$ cat src/rtl/swlt_pkg.sv
// Package for the sliding window lane tracker: field widths, reset values,
// register indexes, payload structs and the control structs between modules.
// Depends on nothing; every other file of the block but swlt_stream_if imports it.
package swlt_pkg;

    // Defaults for the top-level parameters.
    localparam int NUM_WINDOWS_DEF = 12;
    localparam int COORD_BITS_DEF  = 12;

    // Fixed widths of the configuration registers and payload fields.
    localparam int WIDTH_BITS   = 12;
    localparam int HEIGHT_BITS  = 12;
    localparam int WINDOW_BITS  = 10;
    localparam int MARGIN_BITS  = WINDOW_BITS - 1;
    localparam int THRESH_BITS  = 10;
    localparam int DEFAULT_BITS = 12;
    localparam int CFG_IDX_BITS = 3;
    localparam int CFG_VAL_BITS = 12;
    localparam int INDEX_BITS   = 4;
    localparam int OUT_BITS     = 12;
    localparam int COUNT_BITS   = 11;

    localparam logic [COUNT_BITS-1:0] COUNT_MAX = {COUNT_BITS{1'b1}};

    // Register reset values.
    localparam logic [WIDTH_BITS-1:0]   IMAGE_WIDTH_RST     = 12'd960;
    localparam logic [HEIGHT_BITS-1:0]  IMAGE_HEIGHT_RST    = 12'd720;
    localparam logic [WINDOW_BITS-1:0]  WINDOW_WIDTH_RST    = 10'd120;
    localparam logic [THRESH_BITS-1:0]  COUNT_THRESHOLD_RST = 10'd24;
    localparam logic [DEFAULT_BITS-1:0] RIGHT_DEFAULT_RST   = 12'd960;

    // Register indexes on the configuration channel.
    localparam logic [CFG_IDX_BITS-1:0] CFG_IMAGE_WIDTH     = 3'd0;
    localparam logic [CFG_IDX_BITS-1:0] CFG_IMAGE_HEIGHT    = 3'd1;
    localparam logic [CFG_IDX_BITS-1:0] CFG_WINDOW_WIDTH    = 3'd2;
    localparam logic [CFG_IDX_BITS-1:0] CFG_COUNT_THRESHOLD = 3'd3;
    localparam logic [CFG_IDX_BITS-1:0] CFG_RIGHT_DEFAULT   = 3'd4;

    typedef struct packed {
        logic pixel_on;
        logic row_end;
        logic frame_start;
    } t_in_item;

    typedef struct packed {
        logic [INDEX_BITS-1:0]      window_index;
        logic [OUT_BITS-1:0]        row_y;
        logic signed [OUT_BITS-1:0] left_x;
        logic signed [OUT_BITS-1:0] right_x;
        logic signed [OUT_BITS-1:0] mid_x;
        logic                       last_of_frame;
    } t_out_item;

    typedef struct packed {
        logic [CFG_IDX_BITS-1:0] index;
        logic [CFG_VAL_BITS-1:0] value;
    } t_cfg_write;

    typedef struct packed {
        logic [WIDTH_BITS-1:0]   image_width;
        logic [HEIGHT_BITS-1:0]  image_height;
        logic [WINDOW_BITS-1:0]  search_width;
        logic [THRESH_BITS-1:0]  count_threshold;
        logic [DEFAULT_BITS-1:0] right_default;
    } t_cfg;

    // Per-pixel control for one side accumulator.
    typedef struct packed {
        logic advance;   // the pixel updates the state
        logic clear;     // frame start: treat the row accumulators as empty
        logic pixel;     // lit pixel
        logic init_row;  // seeding row: split by image half
        logic half_hit;  // pixel lies in this side's image half
        logic row_done;  // last pixel of the row: clear after use
    } t_acc_ctl;

    // Row status of one side, including the pixel now in work.
    typedef struct packed {
        logic found;
        logic move;      // found and count at or above threshold
        logic below;     // count below threshold
        logic above;     // count above threshold
    } t_side_stat;

endpackage

$ cat src/rtl/swlt_side_acc.sv
// Row accumulator of one lane side: window or half test, first and last lit
// column, found flag, saturating count, seed midpoint. Depends on swlt_pkg.
module swlt_side_acc #(
    parameter int COORD_BITS = swlt_pkg::COORD_BITS_DEF
) (
    input  logic                                i_clk,
    input  logic                                i_rst_n,
    input  swlt_pkg::t_acc_ctl                  i_ctl,
    input  logic [COORD_BITS-1:0]               i_x,
    input  logic signed [COORD_BITS-1:0]        i_center,
    input  logic [swlt_pkg::MARGIN_BITS-1:0]    i_margin,
    input  logic [swlt_pkg::THRESH_BITS-1:0]    i_threshold,
    output swlt_pkg::t_side_stat                o_stat,
    output logic signed [COORD_BITS-1:0]        o_seed
);
    import swlt_pkg::*;

    localparam int WW = ((COORD_BITS > MARGIN_BITS) ? COORD_BITS : MARGIN_BITS) + 2;
    localparam logic signed [COORD_BITS-1:0] COORD_MAX = {1'b0, {(COORD_BITS-1){1'b1}}};

    logic [COORD_BITS-1:0] r_first, r_last;
    logic                  r_found;
    logic [COUNT_BITS-1:0] r_count;

    logic [COORD_BITS-1:0] base_first, base_last, n_first, n_last;
    logic                  base_found, n_found;
    logic [COUNT_BITS-1:0] base_count, n_count;
    logic signed [WW-1:0]  x_w, lo_w, hi_w;
    logic                  in_win, take;
    logic [COORD_BITS:0]   sum;
    logic [COORD_BITS-1:0] mid_u;
    logic [COUNT_BITS-1:0] thr_w;

    always_comb begin
        base_first = i_ctl.clear ? '0 : r_first;
        base_last  = i_ctl.clear ? '0 : r_last;
        base_found = i_ctl.clear ? 1'b0 : r_found;
        base_count = i_ctl.clear ? '0 : r_count;

        // Window covers [centre - margin, centre + margin).
        x_w    = signed'(WW'(i_x));
        lo_w   = WW'(i_center) - signed'(WW'(i_margin));
        hi_w   = WW'(i_center) + signed'(WW'(i_margin));
        in_win = (x_w >= lo_w) && (x_w < hi_w);
        take   = i_ctl.pixel && (i_ctl.init_row ? i_ctl.half_hit : in_win);

        n_first = (take && !base_found) ? i_x : base_first;
        n_last  = take ? i_x : base_last;
        n_found = base_found || take;
        n_count = (take && (base_count != COUNT_MAX)) ? base_count + 1'b1 : base_count;

        sum    = {1'b0, n_first} + {1'b0, n_last};
        mid_u  = sum[COORD_BITS:1];
        o_seed = mid_u[COORD_BITS-1] ? COORD_MAX : signed'(mid_u);

        thr_w        = COUNT_BITS'(i_threshold);
        o_stat.found = n_found;
        o_stat.move  = n_found && (n_count >= thr_w);
        o_stat.below = n_count < thr_w;
        o_stat.above = n_count > thr_w;
    end

    always_ff @(posedge i_clk) begin
        if (!i_rst_n) begin
            r_first <= '0;
            r_last  <= '0;
            r_found <= 1'b0;
            r_count <= '0;
        end else if (i_ctl.advance) begin
            if (i_ctl.row_done) begin
                r_first <= '0;
                r_last  <= '0;
                r_found <= 1'b0;
                r_count <= '0;
            end else begin
                r_first <= n_first;
                r_last  <= n_last;
                r_found <= n_found;
                r_count <= n_count;
            end
        end
    end

endmodule

$ cat config.mk
export PLATFORM = sky130hd
export DESIGN_NAME = swlt_side_acc
export DESIGN_NICKNAME = d
export VERILOG_FILES = /design/src/rtl/swlt_pkg.sv /design/src/rtl/swlt_side_acc.sv
export SDC_FILE = /design/constraint.sdc
export NUM_CORES = 1
export LEC_CHECK = 0
export ABC_AREA = 1
export BUFFER_PORTS_ARGS = -buffer_cell sky130_fd_sc_hd__clkbuf_2
export CELL_PAD_IN_SITES_DETAIL_PLACEMENT = 1
export CELL_PAD_IN_SITES_GLOBAL_PLACEMENT = 2
export CORE_ASPECT_RATIO = 1.75
export CORE_MARGIN = 5
export CORE_UTILIZATION = 34
export CTS_CLUSTER_DIAMETER = 40
export CTS_CLUSTER_SIZE = 16
export DETAILED_ROUTE_END_ITERATION = 16
export GPL_ROUTABILITY_DRIVEN = 0
export PLACE_DENSITY = 0.95
export SYNTH_ARGS = -nofsm -noshare
export SYNTH_HDL_FRONTEND = slang
export SYNTH_SLANG_ARGS = --single-unit
$ cat constraint.sdc
create_clock -name i_clk -period 11.6 [get_ports i_clk]
set_input_delay 2.32 -clock i_clk [delete_from_list [all_inputs] [get_ports i_clk]]
set_output_delay 2.32 -clock i_clk [all_outputs]
set_load 0.005 [all_outputs]
==> results of run 1 <==
[cells by family after synthesis]
family / Yosys count / synth area share, %
compound gates: 128 / 17.1
xor+xnor: 30 / 5.83
fa+ha+maj: 66 / 18.8
buf+inv: 132 / 12.7
flops: 36 / 16.0
other cells: 1 / 0.0832
simple gates: 292 / 29.5
[sequential cells by signal, summed over array words and instances, names as in the netlist]
| name | cells |
|---|---|
| r_count | 11 |
| r_first | 12 |
| r_found | 1 |
| r_last | 12 |
[routing by layer]
metal	up-vias	share of wire (%)	wire length, µm
met2	109	57	8050
met3	43	2.7	377
met1	2223	35	4890
met5	-	0	0
met4	0	5.0	707
li1	2311	-	-
[power by group]
part / total, mW / internal, mW / switching, mW
logic: 0.169 / 0.0618 / 0.107
registers: 0.127 / 0.126 / 0.00108
clock network: 0.168 / 0.113 / 0.0552
total: 0.464 / 0.301 / 0.164
[critical path, delay by kind of cell]
family,cells,cell delay (ps)
adder cells (fa/ha/maj),3,980
AO/OA/AOI/OAI,14,2840
buffers and inverters,5,350
XOR/XNOR,1,160
AND/OR/NAND/NOR,10,1550
[cell type report]
class,instances,area [µm²],area share [%]
inverter,110,420,8.26
clock inverter,1,30.0,0.590
timing repair buffer,66,333,6.54
tap,171,214,4.20
multi-input combinational,517,3220,63.3
clock buffer,7,153,3.00
sequential,36,721,14.2
[through the flow]
stage	util [%]	area [µm²]	hold slack (ps)
5_1_grt	39.2	5090	490
4_1_cts	39.2	5090	469
2_1_floorplan	-	4510	444
3_3_place_gp	37.7	4910	452
6_report	39.2	5090	467
3_5_place_dp	37.7	4910	460
[synth_stat cells, types with 3 or more instances]
cell	n
inv_2	24
nor2_1	35
a21oi_1	64
a21oi_2	10
inv_4	3
o21ai_2	10
xor2_1	24
o21ai_0	11
nand3_2	11
nor2_2	5
inv_1	82
clkbuf_1	11
nand2_1	179
o21bai_1	3
buf_6	3
o21ai_1	15
nand4_1	4
dfxtp_1	36
nor3_1	8
nor3_2	3
ha_1	63
fa_1	3
nand2_4	3
xnor2_1	6
nand3_1	35
buf_4	3
[how the worst max path moves through the flow]
stage	end	slack, ps	cells past startpoint
after floorplan	o_seed[1]	2470	32
after global placement	o_seed[2]	1350	38
after detailed placement	o_seed[2]	1020	33
after CTS	o_seed[2]	1020	33
after global routing	o_seed[2]	480	38
final	o_seed[2]	1020	33
==> results by group, run 1 <==
Setup path
  • Worst path max stage delay: 510 ps
  • Data required, critical path: 9280 ps
  • Setup crit start: i_margin[2]
  • Crit Path Max Fanout: 23
  • Worst Reg2Reg Path Length in Cells: 16
  • Reg-to-Reg End: r_count[7]
  • Worst setup path class: in2out
  • Most frequent CP cell: a21oi_1
  • Slowest cell on crit path: a21oi_1
  • Startpoint Class: input pin
  • Worst R2R Start: r_count[0]
  • FF-to-FF setup slack: 9040 ps
  • Crit. End Element: primary output
  • Critical path arrival: 8260 ps

Timing
  • Slew HR: 41.5%
  • Fin. max-slew vios: 0
  • Min Tclk post-route: 10580 ps
  • TNS Setup: 0 ps
  • Post-layout worst setup margin: 1020 ps
  • Tcrit/Tclk final: 91.2%
  • Fmax: 94.6 MHz
  • Endpoints failing hold: 0
  • Final setup viols: 0
  • RSZ-0062 raised after global routing: false
  • Final Skew: 2.22 ps
  • Measured slew at the worst slew-check pin: 875 ps

Global routing
  • Total Routing Usage GR: 18.0%
  • First-pass GRT wire length: 23200 µm
  • Vias in the first global route: 5100
  • Global route total overflow: 0
  • M3 GR Usage: 2.11%
  • Antenna violations before repair: 0
  • GRT Max-Usage Layer: met2
  • Largest net degree at the start of global routing: 38
  • Met1 GRT Util: 16.2%
  • GR Util met2: 37.7%

Layout
  • Non-Filler Instances: 908
  • Fillers: 1729
  • # diodes: 0
  • Commonest non-fill, non-tap cell in the layout: nand2_1
  • Most frequent cells in the layout: nand2_1 (179), inv_1 (82), clkbuf_2 (65)
  • Layout cells sized above 1: 20.8%
  • Final net count: 853
  • Area Overhead vs Synth: 13.0%

Power and ir drop
  • Leak pwr: 2.54 nW
  • PwrDens: 91.1 nW/µm²
  • Maximum vdd drop: 0.0000516 V
  • Post-layout power: 0.464 mW

Synthesis
  • Seq cells post-synth: 36
  • Number of enable flip-flop cells after synthesis: 0
  • Distinct cells, synth: 49
  • Synth area leader: ha_1
  • Synth Cell Area: 4510 µm²
  • Syn_area_per_cell: 6.58 µm²
  • Post-synth top area share: 17.5%
  • Ys Warns: 0
  • Async set or reset register ratio after synthesis: 0%
  • Cells after Synth: 685
  • Top post-synthesis cells by area: ha_1 (17%), dfxtp_1 (16%), nand2_1 (15%), a21oi_1 (7.1%), inv_1 (6.8%)
  • Ys flop type: dfxtp_1
  • Syn_nets: 802
  • Seq/Total Area, Yosys: 16.0%

Routing
  • Via count: 4686
  • Mean routed wirelength per cell: 15.4 µm
  • DRC errors left: 0
  • Vias per inst: 5.16
  • Initial DRC count: 143
  • Final WL: 14000 µm
  • Routed Antenna Nets: 0
  • Drt pass-1 iters: 4

Clocking
  • CTS buffer count: 5
  • Post-cts sizing count: 0
  • Clk root buf: clkbuf_16
  • Clock Sink Count: 36
  • Hold buffer count at CTS: 0
  • CTS tree: built
  • CTS Buffer Depth: 2
  • Total number of H-tree levels: 2
  • Reg clk slew, reported paths: 60 ps
  • Clock latency on the worst-skew pair: 290 ps
  • Post-CTS Setup Bufs: 0

Run
  • Max Cap Violations: 0

Die
  • Starting density of the core: 34.7%
  • Floorplan row count: 55
  • Die Wd: 97.0 µm
  • Core area: 13000 µm²
  • Die area: 15700 µm²
  • Die H: 162 µm
  • Io pins: 67

Min path
  • Hold-critical path endpoint: r_last[4]
  • Hold Crit Class: reg2reg
  • Hold path depth: 2
  • Hold path start: r_last[4]

Placed design
  • Port bufs: 65
  • Cells after DPL: 900
  • Dpl ws: 1020 ps
  • HPWL after DPL: 11600 µm

Run status
  • Status: finished clean
No activity file was read; power rests on OpenSTA's default activity.
==> run 2: changes to the inputs <==
--- a/config.mk
+++ b/config.mk
@@ -12,6 +12,7 @@
 export CORE_ASPECT_RATIO = 1.75
 export CORE_MARGIN = 5
 export CORE_UTILIZATION = 34
+export CTS_BUF_LIST = sky130_fd_sc_hd__clkbuf_16
 export CTS_CLUSTER_DIAMETER = 40
 export CTS_CLUSTER_SIZE = 16
 export DETAILED_ROUTE_END_ITERATION = 16
==> run 2 against run 1 <==
Compared with the run above:
- non-clock buffer count unchanged
- routed wire length decreased by 0.31%
- global-route usage decreased by 0.070 points
- maximum frequency about the same
- clock skew about the same
- via count about the same
- power decreased by 3.1%
==> results by group, run 2 (synthesis gave the netlist of run 1 again) <==
Routing
  • Mean routed wirelength per cell: 15.4 µm (about the same)
  • Vias per inst: 5.16 (about the same)
  • Final WL: 14000 µm (about the same)
  • Drt pass-1 iters: 4 (unchanged)
  • Routed Antenna Nets: 0 (unchanged)
  • DRC errors left: 0 (unchanged)
  • Initial DRC count: 155 (was 143)
  • Via count: 4684 (was 4686)

Global routing
  • Global route total overflow: 0 (unchanged)
  • Antenna violations before repair: 0 (unchanged)
  • Largest net degree at the start of global routing: 38 (unchanged)
  • First-pass GRT wire length: 23100 µm (was 23200 µm)
  • Vias in the first global route: 5099 (was 5100)
  • Total Routing Usage GR: 17.9% (was 18.0%)

Die
  • Die H: 162 µm (unchanged)
  • Floorplan row count: 55 (unchanged)
  • Die area: 15700 µm² (unchanged)
  • Core area: 13000 µm² (unchanged)
  • Io pins: 67 (unchanged)
  • Starting density of the core: 34.7% (unchanged)
  • Die Wd: 97.0 µm (unchanged)

Power and ir drop
  • PwrDens: 88.7 nW/µm² (was 91.1 nW/µm²)
  • Leak pwr: 2.52 nW (was 2.54 nW)
  • Maximum vdd drop: 0.0000512 V (was 0.0000516 V)
  • Post-layout power: 0.450 mW (was 0.464 mW)

Layout
  • Most frequent cells in the layout: nand2_1 (179), inv_1 (82), clkbuf_2 (65) (unchanged)
  • Final net count: 853 (unchanged)
  • Design area: 5070 µm² (was 5090 µm²)
  • # diodes: 0 (unchanged)
  • Layout cells sized above 1: 20.5% (was 20.8%)
  • Layout Utilization: 39.0% (was 39.2%)
  • Commonest non-fill, non-tap cell in the layout: nand2_1 (unchanged)
  • Area Overhead vs Synth: 12.5% (was 13.0%)
  • Non-Filler Instances: 908 (unchanged)
  • Largest registers: r_first: 12 flops, r_last: 12 flops, r_count: 11 flops (unchanged)

Clocking
  • Total number of H-tree levels: 2 (unchanged)
  • Hold buffer count at CTS: 0 (unchanged)
  • CTS tree: built (unchanged)
  • Clk root buf: clkbuf_16 (unchanged)
  • CTS buffer count: 5 (unchanged)
  • Clock Sink Count: 36 (unchanged)
  • Post-CTS Setup Bufs: 0 (unchanged)
  • Reg clk slew, reported paths: 60 ps (about the same)
  • CTS Buffer Depth: 2 (unchanged)
  • Clock latency on the worst-skew pair: 290 ps (about the same)
  • Post-cts sizing count: 0 (unchanged)

Setup path
  • Startpoint Class: input pin (unchanged)
  • Worst path max stage delay: 520 ps (was 510 ps)
  • Crit Path Max Fanout: 23 (unchanged)
  • Crit. End Element: primary output (unchanged)
  • Critical path arrival: 8260 ps (about the same)
  • Data required, critical path: 9280 ps (about the same)
  • WP buf/inv: 5 (unchanged)
  • Most frequent CP cell: a21oi_1 (unchanged)
  • Worst setup path class: in2out (unchanged)
  • Top cell family by delay on the critical path: compound AO/OA/AOI/OAI gates (unchanged)
  • Slowest cell on crit path: a21oi_1 (unchanged)

Min path
  • Hold Crit Class: reg2reg (unchanged)

Timing
  • RSZ-0062 raised after global routing: false (unchanged)
  • Fin. max-slew vios: 0 (unchanged)
  • Measured slew at the worst slew-check pin: 892 ps (was 875 ps)
  • Final setup viols: 0 (unchanged)
  • Min Tclk post-route: 10580 ps (about the same)
  • TNS Setup: 0 ps (unchanged)
  • Tcrit/Tclk final: 91.2% (about the same)
  • Post-layout worst setup margin: 1020 ps (about the same)
  • Fmax: 94.5 MHz (was 94.6 MHz)
  • Hold slack: 468 ps (was 467 ps)
  • Slew HR: 40.4% (was 41.5%)
  • Endpoints failing hold: 0 (unchanged)
  • Final Skew: 2.10 ps (was 2.22 ps)

Run status
  • Status: finished clean (unchanged)

Placed design
  • Post-DP Area: 4910 µm² (unchanged)
  • Dpl ws: 1020 ps (unchanged)
  • Port bufs: 65 (unchanged)
  • HPWL after DPL: 11600 µm (unchanged)
  • Cells after DPL: 900 (unchanged)

Run
  • Max Cap Violations: 0 (unchanged)
[run 2: cell types whose count changed in the layout (fill, tap and decap cells not counted), sizes merged]
| cell | change |
|---|---|
| clkbuf | -2 |
| clkinv | +2 |
[run 2: layer usage]
layer,routed length [µm],global-route usage (%),up-vias
met5,0,0,-
met3,377,2.11,46
met1,4840,16.2,2227
li1,-,-,2311
met2,8010,37.3,100
met4,749,10.0,0
[run 2: worst register-to-register path: stages, from the launching register on]
cell and delay [ps]:
dfxtp_1 330, inv_1 60, nor2_1 210, ha_1 200
inv_1 60, nor3_2 240, nand3_1 180, nand3b_4 210
nor4_2 200, nand2_1 150, nand2_4 180, inv_4 80
nand2_1 60, o21ai_1 70, inv_2 70, nand2_1 60
a21oi_2 140
[run 2: final timing paths]
kind | slack [ps] | start | to | cells after the start
worst max-delay path | 1020 | i_margin[2] | o_seed[2] | 33
worst min-delay path | 470 | r_last[5] | r_last[5] | 2
worst max register to register | 9030 | r_count[0] | r_count[7] | 16
worst min register to register | 470 | r_last[5] | r_last[5] | 2
[run 2: power breakdown]
group / switching [mW] / leakage (nW) / internal, mW
clock: 0.0542 / 0.0789 / 0.0999
sequential: 0.00110 / 0.291 / 0.126
combinational: 0.107 / 2.15 / 0.0618
total: 0.162 / 2.52 / 0.287
[run 2: layout make-up]
type / count / area, µm²
fillers: 1731 / 7930
inverters: 110 / 420
multi-input cells: 517 / 3220
flip-flops and latches: 36 / 721
repair buffers: 66 / 333
clock inverters: 3 / 37.5
clock buffers: 5 / 125
well taps: 171 / 214
