## config.mk

```make
export PLATFORM = sky130hd
export DESIGN_NAME = swlt_center_upd
export DESIGN_NICKNAME = d
export VERILOG_FILES = /design/src/rtl/swlt_pkg.sv /design/src/rtl/swlt_center_upd.sv
export SDC_FILE = /design/constraint.sdc
export NUM_CORES = 1
export LEC_CHECK = 0
export ABC_CLOCK_PERIOD_IN_PS = 7000
export BUFFER_PORTS_ARGS = -buffer_cell sky130_fd_sc_hd__buf_4
export CORE_MARGIN = 4
export CORE_UTILIZATION = 55
export DETAILED_ROUTE_END_ITERATION = 8
export PLACE_DENSITY = 0.95
export SETUP_SLACK_MARGIN = 0.15
export SYNTH_ARGS = -nofsm -noshare
export SYNTH_HDL_FRONTEND = slang
export SYNTH_SLANG_ARGS = --single-unit
```

## constraint.sdc

```tcl
create_clock -name vclk -period 7
set_input_delay 0.35 -clock vclk [all_inputs]
set_output_delay 0.35 -clock vclk [all_outputs]
set_load 0.1 [all_outputs]
```

## src/rtl/swlt_pkg.sv

```systemverilog
// Package for the sliding window lane tracker: field widths, reset values,
// register indexes, payload structs and the control structs between modules.
// Depends on nothing; every other file of the block but swlt_stream_if imports it.
package swlt_pkg;

    // Defaults for the top-level parameters.
    localparam int NUM_WINDOWS_DEF = 12;
    localparam int COORD_BITS_DEF  = 12;

    // Fixed widths of the configuration registers and payload fields.
    localparam int WIDTH_BITS   = 12;
    localparam int HEIGHT_BITS  = 12;
    localparam int WINDOW_BITS  = 10;
    localparam int MARGIN_BITS  = WINDOW_BITS - 1;
    localparam int THRESH_BITS  = 10;
    localparam int DEFAULT_BITS = 12;
    localparam int CFG_IDX_BITS = 3;
    localparam int CFG_VAL_BITS = 12;
    localparam int INDEX_BITS   = 4;
    localparam int OUT_BITS     = 12;
    localparam int COUNT_BITS   = 11;

    localparam logic [COUNT_BITS-1:0] COUNT_MAX = {COUNT_BITS{1'b1}};

    // Register reset values.
    localparam logic [WIDTH_BITS-1:0]   IMAGE_WIDTH_RST     = 12'd960;
    localparam logic [HEIGHT_BITS-1:0]  IMAGE_HEIGHT_RST    = 12'd720;
    localparam logic [WINDOW_BITS-1:0]  WINDOW_WIDTH_RST    = 10'd120;
    localparam logic [THRESH_BITS-1:0]  COUNT_THRESHOLD_RST = 10'd24;
    localparam logic [DEFAULT_BITS-1:0] RIGHT_DEFAULT_RST   = 12'd960;

    // Register indexes on the configuration channel.
    localparam logic [CFG_IDX_BITS-1:0] CFG_IMAGE_WIDTH     = 3'd0;
    localparam logic [CFG_IDX_BITS-1:0] CFG_IMAGE_HEIGHT    = 3'd1;
    localparam logic [CFG_IDX_BITS-1:0] CFG_WINDOW_WIDTH    = 3'd2;
    localparam logic [CFG_IDX_BITS-1:0] CFG_COUNT_THRESHOLD = 3'd3;
    localparam logic [CFG_IDX_BITS-1:0] CFG_RIGHT_DEFAULT   = 3'd4;

    typedef struct packed {
        logic pixel_on;
        logic row_end;
        logic frame_start;
    } t_in_item;

    typedef struct packed {
        logic [INDEX_BITS-1:0]      window_index;
        logic [OUT_BITS-1:0]        row_y;
        logic signed [OUT_BITS-1:0] left_x;
        logic signed [OUT_BITS-1:0] right_x;
        logic signed [OUT_BITS-1:0] mid_x;
        logic                       last_of_frame;
    } t_out_item;

    typedef struct packed {
        logic [CFG_IDX_BITS-1:0] index;
        logic [CFG_VAL_BITS-1:0] value;
    } t_cfg_write;

    typedef struct packed {
        logic [WIDTH_BITS-1:0]   image_width;
        logic [HEIGHT_BITS-1:0]  image_height;
        logic [WINDOW_BITS-1:0]  search_width;
        logic [THRESH_BITS-1:0]  count_threshold;
        logic [DEFAULT_BITS-1:0] right_default;
    } t_cfg;

    // Per-pixel control for one side accumulator.
    typedef struct packed {
        logic advance;   // the pixel updates the state
        logic clear;     // frame start: treat the row accumulators as empty
        logic pixel;     // lit pixel
        logic init_row;  // seeding row: split by image half
        logic half_hit;  // pixel lies in this side's image half
        logic row_done;  // last pixel of the row: clear after use
    } t_acc_ctl;

    // Row status of one side, including the pixel now in work.
    typedef struct packed {
        logic found;
        logic move;      // found and count at or above threshold
        logic below;     // count below threshold
        logic above;     // count above threshold
    } t_side_stat;

endpackage

```

## src/rtl/swlt_center_upd.sv

```systemverilog
// End-of-row centre update: seeding, threshold moves, lane middle and
// mirroring of a weak side. Combinational. Depends on swlt_pkg.
module swlt_center_upd #(
    parameter int COORD_BITS = swlt_pkg::COORD_BITS_DEF
) (
    input  logic                                 i_init_row,
    input  swlt_pkg::t_side_stat                 i_lstat,
    input  swlt_pkg::t_side_stat                 i_rstat,
    input  logic signed [COORD_BITS-1:0]         i_lseed,
    input  logic signed [COORD_BITS-1:0]         i_rseed,
    input  logic signed [COORD_BITS-1:0]         i_left_center,
    input  logic signed [COORD_BITS-1:0]         i_right_center,
    input  logic [swlt_pkg::DEFAULT_BITS-1:0]    i_right_default,
    output logic signed [COORD_BITS-1:0]         o_left,
    output logic signed [COORD_BITS-1:0]         o_right,
    output logic signed [COORD_BITS-1:0]         o_mid
);
    import swlt_pkg::*;

    localparam int SW = ((COORD_BITS > DEFAULT_BITS) ? COORD_BITS : DEFAULT_BITS) + 3;
    localparam logic signed [SW-1:0] MAX_W = SW'((longint'(1) << (COORD_BITS - 1)) - 1);
    localparam logic signed [SW-1:0] MIN_W = -MAX_W - SW'(1);

    function automatic logic signed [COORD_BITS-1:0] sat_coord(input logic signed [SW-1:0] v);
        logic signed [COORD_BITS-1:0] r;
        if (v > MAX_W) begin
            r = MAX_W[COORD_BITS-1:0];
        end else if (v < MIN_W) begin
            r = MIN_W[COORD_BITS-1:0];
        end else begin
            r = v[COORD_BITS-1:0];
        end
        return r;
    endfunction

    logic signed [COORD_BITS-1:0] lc0, rc0, mid;
    logic signed [SW-1:0]         sum_w, adj_w, mid_w;

    always_comb begin
        if (i_init_row) begin
            lc0 = i_lstat.found ? i_lseed : '0;
            rc0 = i_rstat.found ? i_rseed : sat_coord(signed'(SW'(i_right_default)));
        end else begin
            lc0 = i_lstat.move ? i_lseed : i_left_center;
            rc0 = i_rstat.move ? i_rseed : i_right_center;
        end

        // Middle rounds toward zero.
        sum_w = SW'(lc0) + SW'(rc0);
        adj_w = sum_w + signed'(SW'(sum_w[SW-1]));
        mid_w = adj_w >>> 1;
        mid   = mid_w[COORD_BITS-1:0];

        o_left  = lc0;
        o_right = rc0;
        if (!i_init_row) begin
            if (i_lstat.below && i_rstat.above) begin
                o_left = sat_coord((SW'(mid) <<< 1) - SW'(rc0));
            end else if (i_lstat.above && i_rstat.below) begin
                o_right = sat_coord((SW'(mid) <<< 1) - SW'(lc0));
            end
        end
        o_mid = mid;
    end

endmodule
```

==> results of run 1 <==
where the power goes:
group	switching (mW)	internal, mW
Clock	0	0
Combinational	1.24	0.622
Sequential	0	0
area by class of cell:
cell class / count / area [um^2]
fill: 452 / 1276
inverter: 33 / 127.6
multi-input combinational: 444 / 3545
tap: 75 / 93.84
timing repair buffer: 117 / 878.3
cell usage after synthesis (3+ instances only):
cell type / instances
sky130_fd_sc_hd__a21oi_1: 50
sky130_fd_sc_hd__a31oi_1: 4
sky130_fd_sc_hd__a211o_1: 8
sky130_fd_sc_hd__nand2_1: 38
sky130_fd_sc_hd__mux2_2: 4
sky130_fd_sc_hd__fa_1: 3
sky130_fd_sc_hd__o21ai_0: 32
sky130_fd_sc_hd__nand2b_1: 7
sky130_fd_sc_hd__nand4_1: 4
sky130_fd_sc_hd__and3_1: 22
sky130_fd_sc_hd__inv_1: 33
sky130_fd_sc_hd__buf_1: 4
sky130_fd_sc_hd__nand3_1: 8
sky130_fd_sc_hd__o21a_1: 12
sky130_fd_sc_hd__a21boi_0: 3
sky130_fd_sc_hd__or3_1: 4
sky130_fd_sc_hd__clkbuf_1: 15
sky130_fd_sc_hd__ha_1: 37
sky130_fd_sc_hd__o311ai_0: 3
sky130_fd_sc_hd__and2_1: 7
sky130_fd_sc_hd__mux2i_1: 22
sky130_fd_sc_hd__nor3_1: 10
sky130_fd_sc_hd__o21bai_1: 5
sky130_fd_sc_hd__a221o_1: 5
sky130_fd_sc_hd__nor2_1: 47
sky130_fd_sc_hd__a21o_1: 7
sky130_fd_sc_hd__o31ai_1: 5
sky130_fd_sc_hd__xor2_1: 9
sky130_fd_sc_hd__a211oi_1: 8
sky130_fd_sc_hd__o211ai_1: 6
sky130_fd_sc_hd__a2bb2oi_1: 3
sky130_fd_sc_hd__xnor2_1: 27
sky130_fd_sc_hd__or2_2: 3
sky130_fd_sc_hd__nor2b_1: 9
worst max-delay path by stage:
stage / end / slack [ps] / from
CTS: o_right[8] / 370 / i_init_row
global route: o_right[8] / 100 / i_init_row
finish: o_right[8] / 410 / i_init_row
global placement: o_right[8] / 600 / i_init_row
floorplan: o_right[10] / -30 / i_lstat[2]
detailed placement: o_right[8] / 390 / i_init_row
layer usage:
layer | track usage | up-vias | routed length (um)
met1 | 0.4126 | 2003 | 5048
li1 | - | 2038 | -
met3 | 0.03746 | 29 | 1126
met4 | 0.04892 | 0 | 237
met2 | 0.5732 | 216 | 5774
met5 | 0 | - | 0
per-stage QoR:
step	std cells	power (mW)	setup TNS, ps	utilization	hold WS (ps)
finish	669	1.866	0	0.7844	1143
global route	669	1.977	0	0.7844	1155
CTS	667	1.828	0	0.7775	1144
detailed placement	667	1.822	0	0.7775	1143
global placement	667	1.792	0	0.7775	1142
floorplan	498	1.472	-30.12	-	1050
logic make-up (layout without fill, tap and decap cells):
| kind of cell | after synthesis | in the layout | share of synthesized area |
|---|---|---|---|
| buf+inv | 54 | 150 | 0.06320 |
| xor+xnor | 36 | 36 | 0.09424 |
| mux | 26 | 26 | 0.07928 |
| compound gates | 173 | 173 | 0.3538 |
| fa+ha+maj | 40 | 40 | 0.1563 |
| simple gates | 169 | 169 | 0.2532 |
repair_timing:
item | CTS | global route
setup endpoints to repair | 0 | 19
setup buffers | 0 | 2
endpoints found under the hold margin | 0 | 0
resized for setup | 0 | 5
==> results.txt, run 1 <==
The count of nets left with antenna violations once routing finished came out at 0. The cell count along the critical path came out at 25. The cell count after synthesis came out at 498. The layout has 0 clock buffers. Via count of the first global-routing pass: 4144. The largest single stage delay on the critical path is 420 ps. For the global router's overall resource usage, the log shows 0.3189. Setup violations remaining at the end of the flow were counted as 0. The class of the most critical setup path is in -> out.

The total area inside the core boundary comes to 0.005921 mm^2. In the final routed layout, each cell accounts on average for 18.22 um. The count of distinct cell types in the synthesized netlist was 61.

Sorting the synthesized cells by area gives the leading types as sky130_fd_sc_hd__ha_1 14%, sky130_fd_sc_hd__a21oi_1 7.5%, sky130_fd_sc_hd__xnor2_1 7.1%. Once placement finished, the instance area stood at 0.004603 mm^2. In this run the most critical hold path is launched from i_lseed[11]. The count of routing violations after the opening detailed-route iteration came out at 327. After routing the design area is 0.004644 mm^2. Initial antenna violation count: 0. Relative to the synthesized area, the layout overhead comes to 38.82%. The synthesized netlist net count came out at 607.

The tools report the post-layout net count as 705. The library cells used most frequently in the layout, excluding fill and tap cells, are 117 x sky130_fd_sc_hd__buf_4, 44 x sky130_fd_sc_hd__nor2_1, 41 x sky130_fd_sc_hd__a21oi_1. The first-pass iteration count of the detailed router is 5, and the antenna diode count is 0. The critical path contains buffers and inverters numbering 5 combined.

Across the whole layout, storage elements account for 0 um^2. The path with the worst hold slack has its endpoint at o_left[11]. The library cell used most frequently in the layout, excluding fill and tap cells, is sky130_fd_sc_hd__buf_4. The worst path meets setup with 408.2 ps of slack.

The total via count after detailed routing came out at 4286. The path class of the lowest-slack min-delay path was in -> out. The overall routed net length is 12190 um.

Final count of hold timing violations: 0. For the leakage component of the power, the log shows 2.202 nW. Counting stages on the worst path, the most repeated cell is sky130_fd_sc_hd__buf_4.

The layout cell share with drive strength beyond 1 was 0.3013; the worst slew margin relative to its limit was 0.5786. The part of the Yosys area used for sequential elements is 0, and the maximum fanout encountered on the critical timing path is 36. The first-pass GRT wire length was 19560 um; the die outline height was 86.00 um.

The die is 86.00 um wide. The fraction of post-synthesis cell area in the top cell type by area is 0.1384. Among all stages on the critical path, the largest delay is contributed by sky130_fd_sc_hd__fa_2. The slew of the pin with the lowest slew margin is 616.2 ps.

The mean cell area of the mapped netlist was 6.718 um^2. The power per cell area is 401.8 mW/mm^2, and the boundary pin count is 105. The share of the cycle needed by the critical path after routing was 0.9417; the peak ir drop on the vdd network was 258.7 uV. After detailed routing, the number of vias per cell comes to 6.407. The data arrival time of the critical path is 6240 ps, and the warning count from the yosys run is 0.

Derived from the worst setup path, the maximum achievable clock frequency is 0.1517 GHz. The worst hold path passes through 4 cells. The category of the worst setup path capture point was an output pin. Setup repair after global routing could not meet its margin everywhere.

The die outline area came out at 0.007395 mm^2. The number of hold-repair buffers added at the cts stage came out at 0. The final critical path time including I/O delays and setup was 6592 ps; the initial cell density of the core was 0.5651.

Routability-driven placement finished with a final weighted congestion of 0.9801. The number of input and output port buffers inserted was 105; the required arrival time at the worst endpoint was 6650 ps. The run finished with clean final reports. Of all cell types, the one taking the most synthesized area is sky130_fd_sc_hd__ha_1. Across the run, the number of max-cap violations was 0. The run gives 37 as the pin count of the biggest net entering global routing. For this run the aggregate overflow at the end of global routing stands at 0.

Once detailed placement completed, the half-perimeter wirelength came to 10260 um. After synthesis the cells add up to 0.003346 mm^2. The DRC violations left came out at 0.

OpenSTA, run right after detailed placement, puts the worst setup slack at 392.6 ps. The number of pins exceeding their max-slew limit in the final report is 0, and the floorplan row count is 28. STA classifies the critical path startpoint as a primary input.

Sequential cells placed in the final layout were counted as 0. In this design, the largest share of critical-path delay is due to compound AO/OA/AOI/OAI gates.
(Power assumes the default switching activity.)
==> run 2, diff against run 1 <==
Settings changed: CORE_UTILIZATION 55 to 45, GPL_TIMING_DRIVEN from default to 1, PLACE_DENSITY 0.95 to 0.82, REMOVE_ABC_BUFFERS from default to 1.
==> results.txt, run 2 (same netlist as run 1, synthesis figures left out) <==
The layout cell share with drive strength beyond 1 is 0.2492 (-0.05218). Data arrival time of the critical path: 6110 ps (-130 ps). The logs give 0 um^2 (unchanged) for the area taken by flip-flops and latches and 0 (unchanged) for the clock share of power.

Cell type of the slowest stage on the worst timing path: sky130_fd_sc_hd__a311o_2. The logs give 6650 ps (about the same) for the required arrival time at the worst endpoint and 0 (unchanged) for the overall overflow remaining after global route. The placed standard-cell area is 0.004313 mm^2 (-6.3%). The tools report the number of clock-tree buffers in the layout as 0 (unchanged). After global routing, the most crowded layer is met2. The die outline area is 0.008878 mm^2 (+20%). The part of the total power dissipated in combinational logic was 1.000 (about the same). Leaving out fill and tap cells, the most frequent cell in the layout is sky130_fd_sc_hd__buf_4. The HPWL reported at the end of detailed placement was 9169 um (-11%). The logs give 31 (+11%) for the floorplan row count and 4086 (-4.7%) for the total via count after detailed routing. The power dissipated by switching net loads was 1.171 mW (-5.8%); the die width was 94.23 um (+9.6%).

The count of routing violations after the opening detailed-route iteration was 204 (-38%); the final standard cell utilization of the core was 0.6031 (-0.1814). The leakage component of the power is 2.154 nW (-2.2%), and the slew of the pin with the lowest slew margin is 590.7 ps (-25.46 ps). The logs give 0.4261 (-0.1471) for the met2 capacity usage during global routing and 0 (unchanged) for the count of antenna-violating nets left after detailed routing. The run finished with clean final reports. The met1 track demand over resource in global routing is 0.3000 (-0.1126), and the first-pass iteration count of the detailed router is 4 (-1). Power per cell area: 399.1 mW/mm^2 (-0.66%). The final count of hold timing violations is 0 (unchanged), and the cell area after layout is 0.004374 mm^2 (-5.8%). The maximum fanout encountered on the critical timing path was 37 (+2.8%); the average vias per placed instance was 5.829 (-9.0%).

The global placement routability congestion was 0.9533 (-2.7%); the global router's overall resource usage was 0.2365 (-0.08240). The run gives 0 (unchanged) as the power share of the sequential group. The worst slew margin relative to its limit was 0.6052 (+0.02665).

The number of input and output port buffers inserted came out at 105 (unchanged). The count of endpoints failing setup in the final report was 0 (unchanged); the average wire length per cell after detail routing was 15.50 um (-15%). Setup repair after global routing left no endpoint under its margin. The run gives 0.1548 GHz (+2.0%) as the upper clock frequency limit. STA classifies the critical path endpoint as an output pin.

The delay of the slowest critical-path stage came out at 450 ps (+30 ps). The area growth from synthesis to layout is 30.74%. The run gives 574.4 uW (-7.6%) as the total internal power. Die outline height: 94.23 um (+9.6%). The critical path is of the in -> out type.

The path class of the lowest-slack min-delay path is in -> out. The tools report the boundary pin count as 105 (unchanged). The top cell types in the final layout, fill and taps aside, are 121 x sky130_fd_sc_hd__buf_4, 48 x sky130_fd_sc_hd__a21oi_1, 46 x sky130_fd_sc_hd__nor2_1.

The DRC violations left is 0 (unchanged). The initial antenna violation count came out at 0 (unchanged). The post-layout net count was 713 (+1.1%). The overall routed net length was 10860 um (-11%). The pin count of the biggest net entering global routing is 38 (+2.7%), and the number of pins exceeding their max-slew limit in the final report is 0 (unchanged). The met3 layer usage reported by global route is 0.01042 (-0.02705), and the number of sequential storage elements is 0 (unchanged).

The initial cell density of the core came out at 0.4613 (-0.1038). The logs give 0.007253 mm^2 (+23%) for the core footprint and 17500 um (-11%) for the first-pass GRT wire length. The via count of the first global-routing pass was 3822 (-7.8%).

The total of fill cells in the finished design came out at 697 (+54%). The tools report the peak ir drop on the vdd network as 329.2 uV (+27%). The total negative slack is 0 ps (unchanged). Final critical path time including I/O delays and setup: 6462 ps (-130.3 ps).

The share of the cycle needed by the critical path after routing came out at 0.9231 (-0.01861). The run gives 0 (unchanged) as the antenna diode count. The run gives 0 (unchanged) as the number of violations of the max-capacitance limit. STA classifies the critical path startpoint as a primary input. Net switching fraction of the power: 0.6710 (+0.004282).
-- run 2: power by group through the flow --
stage	clock (mW)	combinational, mW	sequential, mW
final	0	1.75	0
after global routing	0	1.87	0
after CTS	0	1.70	0
after detailed placement	0	1.70	0
after global placement	0	1.68	0
after floorplan	0	1.31	0
-- run 2: worst paths after layout --
path / from / to / cells after the start / slack (ps)
min: i_lseed[11] / o_left[11] / 4 / 1150
max: i_init_row / o_right[7] / 25 / 540
-- run 2: cell type report --
cell class | instances | area (um^2) | share of cell area
multi-input cells | 444 | 3173 | 0.7254
repair buffers | 125 | 953.4 | 0.2180
well taps | 99 | 123.9 | 0.02832
inverters | 33 | 123.9 | 0.02832
-- run 2: repair_timing --
| item | 4_1_cts | 5_1_grt |
|---|---|---|
| hold buffers | 0 | 0 |
| buffers inserted | 0 | 1 |
| pin swaps | 0 | 4 |
| gates resized for setup | 1 | 14 |
| gates cloned | 0 | 0 |
| setup endpoints to repair | 1 | 22 |
-- run 2: critical path, delay by kind of cell --
family / cells / cell delay, ps
fa+ha+maj: 4 / 1240
simple gates: 4 / 590
compound gates: 12 / 2830
xor+xnor: 2 / 350
buf+inv: 3 / 730
-- run 2: stage by stage --
step | power, mW | setup slack (ps) | instances | hold slack, ps
after global routing | 1.873 | 125.0 | 701 | 1173
after CTS | 1.705 | 216.5 | 700 | 1154
after floorplan | 1.314 | -2270 | 477 | 1190
after global placement | 1.684 | 279.1 | 700 | 1156
final | 1.746 | 538.4 | 701 | 1154
after detailed placement | 1.697 | 188.5 | 700 | 1154
-- run 2: routing by layer --
| metal | part of all wire | wire length (um) |
|---|---|---|
| met1 | 0.42 | 4592 |
| met2 | 0.50 | 5455 |
| met3 | 0.043 | 466 |
| met4 | 0.032 | 349 |
| met5 | 0 | 0 |
